==> config.mk <==
export PLATFORM = sky130hd
export DESIGN_NAME = dpr_front
export DESIGN_NICKNAME = d
export VERILOG_FILES = /design/src/dpr_pkg.sv /design/src/dpr_front.sv
export SDC_FILE = /design/constraint.sdc
export NUM_CORES = 2
export LEC_CHECK = 0
export ABC_AREA = 1
export BUFFER_PORTS_ARGS = -buffer_cell sky130_fd_sc_hd__clkbuf_2
export CELL_PAD_IN_SITES_DETAIL_PLACEMENT = 1
export CELL_PAD_IN_SITES_GLOBAL_PLACEMENT = 1
export CORE_UTILIZATION = 45
export CTS_CLUSTER_DIAMETER = 120
export DETAILED_ROUTE_END_ITERATION = 16
export PLACE_DENSITY = 0.87
export SYNTH_ARGS = -nofsm -noshare
export SYNTH_HDL_FRONTEND = slang
export SYNTH_SLANG_ARGS = --single-unit
==> constraint.sdc <==
create_clock -name clk -period 6.85 [get_ports clk]
set_input_delay 0.685 -clock clk [delete_from_list [all_inputs] [get_ports clk]]
set_output_delay 0.685 -clock clk [all_outputs]
set_load 0.01 [all_outputs]
==> src/dpr_pkg.sv <==
package dpr_pkg;

    // coordinate bits kept from column and row
    localparam int COORD_BITS = 12;
    localparam int COORD_W    = 12;
    localparam logic [COORD_W-1:0] COORD_MASK = COORD_W'((64'd1 << COORD_BITS) - 64'd1);

    localparam int DISP_W  = 16;
    localparam int CFG_W   = 32;
    localparam int PROD_W  = 48;
    localparam int NUM_W   = 34;
    localparam int UNUM_W  = 32;
    localparam int UDEN_W  = 47;
    localparam int OUT_W   = 48;

    // dividend is the numerator magnitude shifted up by the w fraction
    localparam int W_FRAC     = 28;
    localparam int DIV_STEPS  = UNUM_W + W_FRAC;
    localparam int OVF_STEPS  = DIV_STEPS - OUT_W;

    // front stages: multiply, w add, magnitudes; then divider steps and output stage
    localparam int FRONT_STAGES = 3;
    localparam int DIV_LAT      = DIV_STEPS + 1;
    localparam int PIPE_LAT     = FRONT_STAGES + DIV_LAT;

    localparam logic [OUT_W-1:0] SAT_POS = {1'b0, {(OUT_W-1){1'b1}}};
    localparam logic [OUT_W-1:0] SAT_NEG = {1'b1, {(OUT_W-1){1'b0}}};

    typedef enum logic [1:0]
    {
        STATUS_OK        = 2'd0,
        STATUS_ZERO_DISP = 2'd1,
        STATUS_ZERO_W    = 2'd2
    } status_t;

    typedef enum logic [2:0]
    {
        REG_X_OFFSET     = 3'd0,
        REG_Y_OFFSET     = 3'd1,
        REG_FOCAL_LENGTH = 3'd2,
        REG_INV_BASELINE = 3'd3,
        REG_DEPTH_OFFSET = 3'd4
    } cfg_index_t;

    typedef struct packed
    {
        logic               neg;
        logic [UNUM_W-1:0]  num_mag;
    } div_operand_t;

endpackage

==> src/dpr_front.sv <==
module dpr_front
(
    input  logic                              clk,
    input  logic                              en,
    input  logic signed [dpr_pkg::DISP_W-1:0] disparity,
    input  logic [dpr_pkg::COORD_W-1:0]       column,
    input  logic [dpr_pkg::COORD_W-1:0]       row,
    input  logic signed [dpr_pkg::CFG_W-1:0]  x_offset,
    input  logic signed [dpr_pkg::CFG_W-1:0]  y_offset,
    input  logic signed [dpr_pkg::CFG_W-1:0]  focal_length,
    input  logic signed [dpr_pkg::CFG_W-1:0]  inv_baseline,
    input  logic signed [dpr_pkg::CFG_W-1:0]  depth_offset,
    output dpr_pkg::div_operand_t             op_x,
    output dpr_pkg::div_operand_t             op_y,
    output dpr_pkg::div_operand_t             op_z,
    output logic [dpr_pkg::UDEN_W-1:0]        den_mag,
    output dpr_pkg::status_t                  status
);

    // stage 1: product and numerators
    logic signed [dpr_pkg::PROD_W-1:0] prod_reg, prod_next;
    logic signed [dpr_pkg::NUM_W-1:0]  numx_reg, numx_next;
    logic signed [dpr_pkg::NUM_W-1:0]  numy_reg, numy_next;
    logic signed [dpr_pkg::NUM_W-1:0]  numz_reg, numz_next;
    logic                              dzero1_reg;
    // stage 2: w
    logic signed [dpr_pkg::PROD_W-1:0] w_reg, w_next;
    logic signed [dpr_pkg::NUM_W-1:0]  numx2_reg, numy2_reg, numz2_reg;
    logic                              dzero2_reg;
    // stage 3: magnitudes
    dpr_pkg::div_operand_t             opx_reg, opy_reg, opz_reg;
    dpr_pkg::div_operand_t             opx_next, opy_next, opz_next;
    logic [dpr_pkg::UDEN_W-1:0]        den_reg, den_next;
    dpr_pkg::status_t                  status_reg, status_next;

    logic [dpr_pkg::COORD_W-1:0]       col_m;
    logic [dpr_pkg::COORD_W-1:0]       row_m;
    logic [dpr_pkg::PROD_W-1:0]        w_abs;

    function automatic dpr_pkg::div_operand_t make_op(logic signed [dpr_pkg::NUM_W-1:0] n,
                                                      logic w_neg, logic kill);
        dpr_pkg::div_operand_t o;
        logic [dpr_pkg::NUM_W-1:0] a;
        a = n[dpr_pkg::NUM_W-1] ? (~n + 1'b1) : n;
        o.num_mag = kill ? '0 : a[dpr_pkg::UNUM_W-1:0];
        o.neg     = n[dpr_pkg::NUM_W-1] ^ w_neg;
        return o;
    endfunction

    always_comb
    begin
        col_m     = column & dpr_pkg::COORD_MASK;
        row_m     = row & dpr_pkg::COORD_MASK;
        prod_next = dpr_pkg::PROD_W'(disparity) * dpr_pkg::PROD_W'(inv_baseline);
        numx_next = $signed({6'd0, col_m, 16'd0}) + dpr_pkg::NUM_W'(x_offset);
        numy_next = $signed({6'd0, row_m, 16'd0}) + dpr_pkg::NUM_W'(y_offset);
        numz_next = dpr_pkg::NUM_W'(focal_length);
    end

    always_comb
    begin
        w_next = prod_reg + (dpr_pkg::PROD_W'(depth_offset) <<< 4);
    end

    always_comb
    begin
        w_abs = w_reg[dpr_pkg::PROD_W-1] ? (~w_reg + 1'b1) : w_reg;
        if (dzero2_reg)
        begin
            status_next = dpr_pkg::STATUS_ZERO_DISP;
        end
        else if (w_reg == '0)
        begin
            status_next = dpr_pkg::STATUS_ZERO_W;
        end
        else
        begin
            status_next = dpr_pkg::STATUS_OK;
        end
        // special cases divide zero by one, giving a zero point
        den_next = (status_next != dpr_pkg::STATUS_OK) ? dpr_pkg::UDEN_W'(1)
                                                        : w_abs[dpr_pkg::UDEN_W-1:0];
        opx_next = make_op(numx2_reg, w_reg[dpr_pkg::PROD_W-1], status_next != dpr_pkg::STATUS_OK);
        opy_next = make_op(numy2_reg, w_reg[dpr_pkg::PROD_W-1], status_next != dpr_pkg::STATUS_OK);
        opz_next = make_op(numz2_reg, w_reg[dpr_pkg::PROD_W-1], status_next != dpr_pkg::STATUS_OK);
    end

    always_ff @(posedge clk)
    begin
        if (en)
        begin
            prod_reg   <= prod_next;
            numx_reg   <= numx_next;
            numy_reg   <= numy_next;
            numz_reg   <= numz_next;
            dzero1_reg <= (disparity == '0);
            w_reg      <= w_next;
            numx2_reg  <= numx_reg;
            numy2_reg  <= numy_reg;
            numz2_reg  <= numz_reg;
            dzero2_reg <= dzero1_reg;
            opx_reg    <= opx_next;
            opy_reg    <= opy_next;
            opz_reg    <= opz_next;
            den_reg    <= den_next;
            status_reg <= status_next;
        end
    end

    assign op_x    = opx_reg;
    assign op_y    = opy_reg;
    assign op_z    = opz_reg;
    assign den_mag = den_reg;
    assign status  = status_reg;

endmodule

# Yosys cells after proc, flatten, opt, wreduce, memory -nomap -nowiden

Index checks and enable logic that the tools add are counted.

Register bits: 446
Input port bits: 202
Logic and storage cells: 42

$add $sub $neg: 7
Multipliers: 1
Mux-type cells: 6
Bitwise gates (word level): 7
Reduce and logical (&&, ||, !) cells: 3

Operators with widths:

| operator                                                         | number |
|---|---|
| 32-bit by 1-bit adder with 32-bit output (second input constant) | 3 |
| 32-bit two-way mux                                               | 3 |
| 32-bit inverter                                                  | 3 |
| 29-bit by 32-bit adder with 33-bit output                        | 2 |
| 48-bit by 36-bit adder with 48-bit output                        | 1 |
| 48-bit zero test                                                 | 1 |
| 16-bit by 32-bit multiplier with 48-bit output                   | 1 |
| 47-bit by 1-bit adder with 47-bit output (second input constant) | 1 |
| 47-bit two-way mux                                               | 1 |
| 47-bit inverter                                                  | 1 |
| 16-bit zero test                                                 | 1 |
| 2-bit two-way mux                                                | 2 |
| 1-bit bitwise XOR                                                | 3 |
| 2-bit nonzero test                                               | 1 |

# Depth between registers and ports, before layout

Depth in word-level cells: 4
Mapped depth: 29
Mapped depth without buffers: 27

# Worst setup path before layout

Ideal clock, no wire load.

Path type: in2reg
Start: input port disparity[4] (netlist name)
End: register prod_reg[46] (netlist name) (data pin)
Arrival: 5.803 ns
Required time: 6.597 ns
Path slack: 0.794 ns
Stages on the path: 22
Path buffers: 2
Cells stage by stage: clkbuf_1 -> clkbuf_1 -> nand2_1 -> fa_1 -> inv_1 -> fa_1 -> inv_1 -> fa_1 -> inv_1 -> fa_1 -> fa_1 -> fa_1 -> ha_1 -> nand2_1 -> nor2_1 -> inv_1 -> nor3_1 -> nand2_1 -> nor2_1 -> nand2_1 -> nand4_1 -> nand2_1

Cells in the longest elaborated chain, start to end: 1

RTL lines:

| element                                        | line            | text |
|---|---|---|
| start: declaration                             | dpr_front.sv:5  | `input logic signed [dpr_pkg::DISP_W-1:0] disparity,` |
| 16-bit by 32-bit multiplier with 48-bit output | dpr_front.sv:54 | `prod_next = dpr_pkg::PROD_W'(disparity) * dpr_pkg::PROD_W'(inv_baseline);` |
| net prod_next (one bit)                        | dpr_front.sv:21 | `logic signed [dpr_pkg::PROD_W-1:0] prod_reg, prod_next;` |
| end signal: assignment                         | dpr_front.sv:92 | `prod_reg <= prod_next;` |
| end: declaration                               | dpr_front.sv:21 |  |

The timed path passes the listed nets, and every way through them passes these cells.
A chain may end at the register's enable or synchronous reset.

# Worst setup path in the final report

Start: input port disparity[3] (netlist name)
End: register prod_reg[43] (netlist name) (data pin)

Same word-level chain as after synthesis.

==> reports/qor.csv <==
metric,value,unit
Sink Count,442,
WL/cell,20.50,um
CTS tree,built,
Worst Skew,30.93,ps
Final setup viols,0,
DRT Wirelength,141700,um
Total GRT Usage,29.42,%
I/O Buffers,349,
drc violations,2,
Peak Freq,0.1593,GHz
most used cell along the critical path,fa_1,
Yosys reg bits,442,
die height,311.2,um
outcome,"finished, violations left",
Final ANT Viol Nets,0,
first drt pass iteration count,11,
critical path buffer and inverter count,6,
synth unique cells,44,
Top delay family on crit path,adder cells,
ranking of synthesized cells by area,"edfxtp_1 (31%), fa_1 (23%), nand2_1 (13%)",
failing checks,DRC,
Syn Nets,6198,
top cell type's share of synthesized area,30.85,%
Worst Path Arrival,6610,ps
most frequent cells in the layout,"nand2_1 (1539), inv_1 (1265), nor2_1 (504), fa_1 (489), edfxtp_1 (442)",
Final Max Slew Viols,0,
Least-Margin Pin Slew,1013,ps
final worst slack,572.6,ps
Die Area,0.09685,mm2
cts hold-fix bufs,0,
vias in the first global route,40260,
drt first-iter violations,2524,
Worst setup SP type,input pin,
Crit Path Class,input pin to register,
sequential fraction of the synthesis area,30.85,%
via count,36230,
clk slew on worst S/H paths,70,ps
Synth Cell Area,0.04302,mm2
clock tree buffer depth,3,
Min-Delay Path Class,input pin to register,
Yosys warning count,0,
initial antenna violation count,0,
pin count of the biggest net entering global routing,176,
H-tree Lvls,2,
drt via density,5.240,
crit path time final,6277,ps
count of max-cap constraint violations,0,
post-detail-place hpwl,116300,um
synthesis-to-layout area growth,10.77,%
nature of the critical path endpoint,register,
Initial Util,45.35,%
Final TNS setup,0,ps
crit-path max cell delay,630,ps
Mapped Cells,5322,
CTS Buf Count,45,
post-CTS sizing,0,
pre-CTS setup slack,7.230,ps
Max Fanout on Critical Path,20,
post-route clock period utilization,91.64,%
layout cells sized above 1,8.639,%
max_slew headroom,31.97,%
Final nets,6490,
Rows,113,
Top-Level Pins,350,
syn_area_per_cell,8.084,um2
global route total overflow,0,
Worst-Skew Late Latency,590,ps
CP max stage cell,fa_1,
Root Driver,clkbuf_16,
"most common cell after layout, fill and taps aside",nand2_1,
Final Wtd Congestion,0.9401,
RSZ-0062 raised after global routing,no,
Antenna diodes,0,
Setup Buffers After CTS,0,
first-pass GRT wire length,221000,um
Die X,311.2,um
worst path required time,7180,ps
cell chain of the critical path,clkbuf_2 > nand2_1 > inv_1 > fa_1 > inv_1 > fa_1 > inv_1 > fa_1 > fa_1 > fa_1 > inv_1 > fa_1 > inv_1 > ha_1 > nand2_1 > nor2_1 > nand3_1 > nor2_1 > nand3_1 > nand4_1 > nand2_1,
final core occ,50.23,%
"Hold Vio Cnt, Final",0,
dominant cell type by area after synthesis,edfxtp_1,
core area,0.09487,mm2
Hold Worst Slack,270.3,ps
==> worst register-to-register path, stage by stage, from the launching register on <==
cell,delay (ps)
edfxtp_1,360
inv_1,120
ha_1,240
nand3_2,130
nor2_4,180
nand3_1,140
nor2_1,260
nand2_1,170
nand2_4,670
buf_4,630
nor3b_1,260
==> cell usage after synthesis (all sizes together) <==
library cell	count
clkinv	1
a21o	6
clkbuf	133
nand2	1540
edfxtp	442
o211ai	2
ha	185
o41ai	1
nor3	40
a21boi	1
a31oi	3
or2	5
o21bai	13
o22ai	1
and2	1
buf	20
a211oi	4
xor2	131
o21ai	51
fa	489
nand3b	7
nor3b	1
o21a	2
nand3	233
or4	2
nand4	48
nor2	510
inv	1267
o2111ai	1
nor2b	1
a21oi	140
nor4	4
xnor2	32
and3	1
o31ai	4
==> area by class of cell <==
class,instances,area [um2]
well taps,1265,1583
clock buffers,49,1162
fillers,11660,47210
clock inverters,33,361.6
repair buffers,398,2187
multi-input cells,3459,24330
inverters,1268,4760
flip-flops and latches,442,13270
==> path summary, 6_finish.rpt <==
path	startpoint	to	slack, ps	cells past startpoint
setup / recovery	disparity[3]	prod_reg[43]	570	21
hold / removal	x_offset[5]	numx_reg[5]	270	1
hold reg to reg	numx_reg[32]	numx2_reg[32]	410	0
setup reg to reg	w_reg[1]	op_x[27]	3400	10
==> per-stage QoR <==
stage / cells / area (um2)
6_report: 6914 / 47660
5_1_grt: 6914 / 47660
2_1_floorplan: 5322 / 43020
3_5_place_dp: 6832 / 46130
3_3_place_gp: 6832 / 46130
4_1_cts: 6914 / 47660
==> cell families after synthesis <==
logic type               synth area share, %
AND/OR/NAND/NOR                        22.18
buffers and inverters                  12.61
adder cells (fa/ha/maj)                28.13
flip-flops                             30.85
AO/OA/AOI/OAI                          2.905
XOR/XNOR                               3.318
==> layer usage <==
layer	GRT usage (%)	part of all wire (%)	vias to the layer above
li1	-	-	16500
met1	33.56	38	18070
met2	55.05	52	1281
met3	2.873	5.0	382
met4	13.59	4.9	0
met5	0	0	-
Power is left out: the tool's default activity adds up to more than one toggle a clock period on the data nets, which glitch-free logic cannot reach.
